[src/rtl/llss_pkg.sv]
`timescale 1ns / 1ps

package llss_pkg;

  localparam int MAX_SERVERS = 16;
  localparam int IDX_W       = 4;
  localparam int CNT_W       = 16;
  localparam int CFG_W       = 5;
  localparam int MODE_W      = 2;

  typedef enum logic [MODE_W-1:0] {
    MODE_OK        = 2'd0,
    MODE_FAILED    = 2'd1,
    MODE_CONN_LOST = 2'd2
  } mode_e;

  // Health update broadcast to every cell; only the addressed cell has wr_en set.
  typedef struct packed {
    logic             wr_en;
    mode_e            mode;
    logic [CNT_W-1:0] total;
    logic [CNT_W-1:0] errors;
  } upd_t;

  // Running best candidate that walks down the row of cells.
  typedef struct packed {
    logic             valid;
    logic             found;
    logic [IDX_W-1:0] idx;
    logic [CNT_W-1:0] total;
    logic [CNT_W-1:0] errors;
  } cand_t;

endpackage

[src/rtl/least_loaded_server_selector.sv]
`timescale 1ns / 1ps

// Least-loaded server selector. Each server entry lives in its own cell of a
// row of MAX_SERVERS cells. An accepted update request is written into the
// addressed cell at once; a compare token then walks the row, one cell per
// cycle, carrying the best live entry found so far. The finished scan passes
// through a pending stage into the output register, and the next request is
// not accepted until the pending stage has handed its result on. While the
// output is stalled and still holds the earlier result, the finished scan
// waits in the pending stage. The result sits in an output register, and the
// next request is accepted while that result still waits. The server_count
// register may only be written while no request is in flight.
module least_loaded_server_selector (
  input  logic                           clk_i,
  input  logic                           rst_ni,
  input  logic                           cfg_valid_i,
  output logic                           cfg_ready_o,
  input  logic [llss_pkg::CFG_W-1:0]     server_count_i,
  input  logic                           in_valid_i,
  output logic                           in_stall_o,
  input  logic [llss_pkg::MODE_W-1:0]    mode_i,
  input  logic [llss_pkg::IDX_W-1:0]     server_index_i,
  input  logic [llss_pkg::CNT_W-1:0]     reported_errors_i,
  input  logic [llss_pkg::CNT_W-1:0]     reported_total_i,
  output logic                           out_valid_o,
  input  logic                           out_stall_i,
  output logic [llss_pkg::IDX_W-1:0]     best_index_o,
  output logic                           none_alive_o
);
  import llss_pkg::*;

  logic [CFG_W-1:0]       server_count_q;
  logic                   busy_q;
  logic                   start_q;
  logic                   in_accept;
  cand_t                  chain [MAX_SERVERS+1];
  logic [MAX_SERVERS-1:0] in_use;
  logic [MAX_SERVERS-1:0] tokens;
  upd_t                   upd [MAX_SERVERS];
  cand_t                  pend_q;
  logic                   pend_move;
  logic                   out_valid_q;
  logic [IDX_W-1:0]       best_index_q;
  logic                   none_alive_q;

  assign cfg_ready_o = 1'b1;
  assign in_stall_o  = busy_q;
  assign in_accept   = in_valid_i && !busy_q;

  always_ff @(posedge clk_i or negedge rst_ni) begin
    if (!rst_ni) begin
      server_count_q <= CFG_W'(1);
    end else if (cfg_valid_i && cfg_ready_o) begin
      server_count_q <= server_count_i;
    end
  end

  assign chain[0].valid  = start_q;
  assign chain[0].found  = 1'b0;
  assign chain[0].idx    = '0;
  assign chain[0].total  = '0;
  assign chain[0].errors = '0;

  for (genvar i = 0; i < MAX_SERVERS; i++) begin : g_cell
    // Entries at or above the register value, or beyond the 4-bit index, sit out.
    assign in_use[i]      = (int'(server_count_q) > i) && (i < 16);
    assign tokens[i]      = chain[i+1].valid;
    assign upd[i].wr_en   = in_accept && (int'(server_index_i) == i);
    assign upd[i].mode    = mode_e'(mode_i);
    assign upd[i].total   = reported_total_i;
    assign upd[i].errors  = reported_errors_i;

    llss_cell u_cell (
      .clk_i      (clk_i),
      .rst_ni     (rst_ni),
      .upd_i      (upd[i]),
      .in_use_i   (in_use[i]),
      .cell_idx_i (IDX_W'(i)),
      .cand_i     (chain[i]),
      .cand_o     (chain[i+1])
    );
  end

  // The pending stage holds a finished scan until the output register is free.
  assign pend_move = pend_q.valid && (!out_valid_q || !out_stall_i);

  always_ff @(posedge clk_i or negedge rst_ni) begin
    if (!rst_ni) begin
      busy_q       <= 1'b0;
      start_q      <= 1'b0;
      pend_q       <= '0;
      out_valid_q  <= 1'b0;
      best_index_q <= '0;
      none_alive_q <= 1'b0;
    end else begin
      start_q <= in_accept;
      if (in_accept) begin
        busy_q <= 1'b1;
      end else if (pend_move) begin
        busy_q <= 1'b0;
      end

      if (chain[MAX_SERVERS].valid) begin
        pend_q <= chain[MAX_SERVERS];
      end else if (pend_move) begin
        pend_q.valid <= 1'b0;
      end

      if (pend_move) begin
        out_valid_q  <= 1'b1;
        best_index_q <= pend_q.found ? pend_q.idx : '0;
        none_alive_q <= !pend_q.found;
      end else if (!out_stall_i) begin
        out_valid_q <= 1'b0;
      end
    end
  end

  assign out_valid_o  = out_valid_q;
  assign best_index_o = best_index_q;
  assign none_alive_o = none_alive_q;

`ifndef SYNTHESIS
  a_one_token: assert property (@(posedge clk_i) disable iff (!rst_ni)
    $onehot0(tokens))
    else $error("more than one compare token in the cell row");

  a_stall_in_flight: assert property (@(posedge clk_i) disable iff (!rst_ni)
    (start_q || (tokens != '0) || pend_q.valid) |-> in_stall_o)
    else $error("request accepted while a scan is in flight");

  a_pend_free: assert property (@(posedge clk_i) disable iff (!rst_ni)
    chain[MAX_SERVERS].valid |-> !pend_q.valid)
    else $error("finished scan would overwrite a pending result");

  a_pend_holds: assert property (@(posedge clk_i) disable iff (!rst_ni)
    (pend_q.valid && !pend_move) |=> pend_q.valid)
    else $error("pending result lost");
`endif

endmodule

[src/rtl/llss_cell.sv]
`timescale 1ns / 1ps

module llss_cell (
  input  logic                          clk_i,
  input  logic                          rst_ni,
  input  llss_pkg::upd_t                upd_i,
  input  logic                          in_use_i,
  input  logic [llss_pkg::IDX_W-1:0]    cell_idx_i,
  input  llss_pkg::cand_t               cand_i,
  output llss_pkg::cand_t               cand_o
);
  import llss_pkg::*;

  logic             alive_q;
  logic [CNT_W-1:0] total_q;
  logic [CNT_W-1:0] errors_q;
  logic             better;
  cand_t            cand_d;
  cand_t            cand_q;

  always_ff @(posedge clk_i or negedge rst_ni) begin
    if (!rst_ni) begin
      alive_q  <= 1'b0;
      total_q  <= '0;
      errors_q <= '0;
    end else if (upd_i.wr_en) begin
      case (upd_i.mode)
        MODE_OK: begin
          alive_q  <= 1'b1;
          total_q  <= upd_i.total;
          errors_q <= upd_i.errors;
        end
        MODE_FAILED: begin
          alive_q  <= 1'b0;
          total_q  <= total_q + CNT_W'(1);
          errors_q <= errors_q + CNT_W'(1);
        end
        MODE_CONN_LOST: begin
          alive_q <= 1'b0;
        end
        default: begin
        end
      endcase
    end
  end

  // Strict comparisons keep the earlier (lower) index on a full tie.
  assign better = alive_q && in_use_i &&
                  (!cand_i.found || (total_q < cand_i.total) ||
                   ((total_q == cand_i.total) && (errors_q < cand_i.errors)));

  always_comb begin
    cand_d = cand_i;
    if (better) begin
      cand_d.found  = 1'b1;
      cand_d.idx    = cell_idx_i;
      cand_d.total  = total_q;
      cand_d.errors = errors_q;
    end
  end

  always_ff @(posedge clk_i or negedge rst_ni) begin
    if (!rst_ni) begin
      cand_q <= '0;
    end else begin
      cand_q <= cand_d;
    end
  end

  assign cand_o = cand_q;

endmodule

[config.mk]
export PLATFORM = sky130hd
export DESIGN_NAME = least_loaded_server_selector
export DESIGN_NICKNAME = d
export VERILOG_FILES = /design/src/rtl/llss_pkg.sv /design/src/rtl/least_loaded_server_selector.sv /design/src/rtl/llss_cell.sv
export SDC_FILE = /design/constraint.sdc
export NUM_CORES = 2
export LEC_CHECK = 0
export BUFFER_PORTS_ARGS = -buffer_cell sky130_fd_sc_hd__buf_2
export CAP_MARGIN = 20
export CORE_UTILIZATION = 55
export DETAILED_ROUTE_END_ITERATION = 8
export HOLD_SLACK_MARGIN = 0.1
export PLACE_DENSITY = 0.77
export RECOVER_POWER = 25
export SYNTH_ARGS = -nofsm -noshare
export SYNTH_HDL_FRONTEND = slang
export SYNTH_SLANG_ARGS = --single-unit
[constraint.sdc]
create_clock -name clk_i -period 6.37 [get_ports clk_i]
set_clock_uncertainty 0.2 [all_clocks]
set_input_delay 0.9555 -clock clk_i [delete_from_list [all_inputs] [get_ports clk_i]]
set_output_delay 0.9555 -clock clk_i [all_outputs]
set_load 0.1 [all_outputs]
==> flow_summary.json <==
{
  "fp.dieH_um": 339,
  "antenna_left": 0,
  "start_util": 0.555,
  "top_level_ports": 56,
  "synth_area_um2": 62600,
  "synth_top_flop_cell": "dfrtp_1",
  "cts_resized": 0,
  "drtIter0Drc": 5729,
  "cp_data_arrival_time_ns": 5.31,
  "grt_max_degree": 164,
  "cts_buffers": 114,
  "grt_setup_unrepaired": "no",
  "syn_area_per_cell_um2": 9.80,
  "drt-vias-per-instance": 6.54,
  "status": "finished, violations left",
  "clockBufferDepth": 3,
  "grt_pass1_wl_um": 289000,
  "ys.warnings.count": 0,
  "fin_crit_sh": 0.773,
  "final_max_slew_viol_count": 402,
  "synth_cell_types": 85,
  "synth-edff-count": 0,
  "core.rowCount": 123,
  "die_x_um": 339,
  "path_max_fanout": 32,
  "setup_viol": 0,
  "finalHoldViolations": 0,
  "vdd_ir_drop_max_uv": 234,
  "hpwl_um": 124000,
  "internal_power_mw": 14.9,
  "slew_headroom": -0.801,
  "post_cts_buffers": 0,
  "required_ns": 6.75,
  "critPathCaptureType": "register",
  "cap_violations": 7,
  "grt_antenna_before_repair": 15,
  "async_flop_share": 1.00,
  "cts_root_buf": "clkbuf_16",
  "nets": 6834,
  "cts_num_sinks": 1108,
  "routed_wl_um": 190000,
  "worstMarginPinSlew_ns": 2.70,
  "power.switching_mw": 7.34,
  "hold_class": "register to register",
  "pwr-share-comb": 0.263,
  "yosys.area.top_type_share": 0.443,
  "vias": 51580,
  "period_minus_slack_ns": 4.92,
  "fmax_ghz": 0.203,
  "drc_errors": 0,
  "wl_per_cell_um": 24.0,
  "yosys-top-cells-area": "dfrtp_1 (44%), ha_1 (10%), mux2_2 (7.4%)",
  "placedCellCount": 7663,
  "ys_seq_elements": 1108,
  "synthTopCellsByCount": "dfrtp_1 (1,107), a21oi_1 (593), inv_1 (514)",
  "yosysMostFrequentCell": "dfrtp_1",
  "gr-total-overflow": 0,
  "synth_nets": 6932,
  "switching_share": 0.330,
  "violations": "capacitance limit, slew limit",
  "yosysSeqAreaShare": 0.443,
  "p_clk_frac": 0.320,
  "p_seq_frac": 0.417,
  "setup_tns_ns": 0,
  "gp_congestion": 0.918,
  "drive_gt1_frac": 0.139,
  "synth_cells": 6384,
  "insertion_delay_ns": 0.72,
  "grt_pass1_vias": 48698,
  "path_class": "register to register",
  "dr.pass1.iters": 6,
  "grt_usage": 0.324,
  "power.leakage_nw": 30.6,
  "crit_path_start_kind": "register",
  "portBuffers": 54,
  "die_area_um2": 115000,
  "synthToLayoutAreaGrowth_pct": 9.00,
  "core-area_um2": 113000,
  "clk_pin_slew_ns": 0.07,
  "final_cell_count_no_fill": 7888,
  "synth_top_cell_by_area": "dfrtp_1",
  "powerDensity_nw_per_um2": 327,
  "htreeDepth": 3,
  "tritoncts": "yes"
}
## placed cells by master (no fill, tap or decap), types with 35 or more instances in the layout
cell type,instances
dfrtp_1,1107
a21oi_1,593
inv_1,513
ha_1,499
o21ai_0,425
mux2_2,413
nand2_1,369
nand3_1,327
o22ai_1,326
nor2_1,225
and3_1,188
mux2i_1,143
clkbuf_16,119
nand4_1,103
nor3_1,67
buf_2,52
a31oi_1,50
a22oi_1,50
o221a_2,48
a21o_1,45
nand2b_1,35
a211oi_1,35
## path summary, 6_finish.rpt
check	from	endpoint	cells after the start	slack, ns
setup / recovery	server_count_q[4]	g_cell[10].u_cell.cand_o[8]	7	1.45
hold / removal	g_cell[7].u_cell.cand_o[37]	g_cell[8].u_cell.cand_o[37]	0	0.14
setup reg to reg	server_count_q[4]	g_cell[10].u_cell.cand_o[8]	7	1.45
hold reg to reg	g_cell[7].u_cell.cand_o[37]	g_cell[8].u_cell.cand_o[37]	0	0.14
max in group asynchronous	rst_ni	g_cell[10].u_cell.errors_q[2]	3	2.17
min in group asynchronous	rst_ni	g_cell[6].u_cell.total_q[11]	2	0.63
## layout make-up
| cell class | instances | area (µm²) |
|---|---|---|
| repair buffers | 116 | 897 |
| clock buffers | 154 | 3350 |
| inverters | 514 | 1930 |
| diodes | 4 | 10.0 |
| multi-input cells | 4432 | 31700 |
| flip-flops and latches | 1108 | 27700 |
| clock inverters | 60 | 676 |
| well taps | 1500 | 1880 |
| fillers | 9150 | 44500 |
## sequential cells by signal (all words and copies together), names as in the netlist
register,count
best_index_o,4
g_cell.u_cell.alive_q,16
g_cell.u_cell.cand_o,561
g_cell.u_cell.errors_q,256
g_cell.u_cell.total_q,256
in_stall_o,1
none_alive_o,1
out_valid_o,1
pend_q,6
server_count_q,5
start_q,1
## worst max-delay path: stages, from the launching register on
cell	delay (ns)
dfrtp_1	0.40
clkbuf_1	0.48
o311ai_0	1.95
a2111oi_0	0.27
a31o_2	0.35
a31oi_4	0.24
buf_4	0.48
mux2_2	0.42
## power groups by stage
stage / logic (mW) / registers (mW) / clock network [mW]
finish: 5.85 / 9.29 / 7.14
floorplan: 4.00 / 9.01 / 0
global placement: 5.46 / 9.34 / 0
detailed placement: 5.68 / 9.37 / 0
global route: 6.38 / 9.39 / 7.47
CTS: 5.74 / 9.26 / 7.20
## metal layers
metal / share of wire / vias up / global-route usage / routed length, µm
met5: 0.00035 / - / 0 / 67
met4: 0.069 / 10 / 0.203 / 13100
met3: 0.092 / 669 / 0.0591 / 17500
met2: 0.44 / 2434 / 0.490 / 84200
met1: 0.39 / 25262 / 0.433 / 74700
li1: - / 23205 / - / -
## timing repair
action / CTS / global route
endpoints found under the hold margin: 62 / 0
hold buffers: 1 / 0
setup endpoints to repair: 0 / 0
## metrics by stage
stage / util / setup WS, ns / hold slack (ns) / instance area [µm²] / total power [mW]
floorplan: - / 3.25 / 0.131 / 62600 / 13.0
global placement: 0.569 / 2.04 / 0.133 / 64100 / 14.8
detailed placement: 0.569 / 1.98 / 0.135 / 64100 / 15.1
CTS: 0.605 / 2.52 / 0.147 / 68200 / 22.2
global route: 0.605 / 1.47 / 0.154 / 68200 / 23.2
finish: 0.605 / 1.45 / 0.143 / 68200 / 22.3
## cells by family (layout without fill, tap and decap cells)
logic type,count (synthesis),in the layout,synth area share
AO/OA/AOI/OAI,1802,1802,0.176
adder cells (fa/ha/maj),500,500,0.100
flip-flops,1108,1108,0.443
multiplexers,580,580,0.103
AND/OR/NAND/NOR,1549,1549,0.125
other,1,5,0.0000599
buffers and inverters,844,844,0.0529
Power figures use the tool's default switching activity.
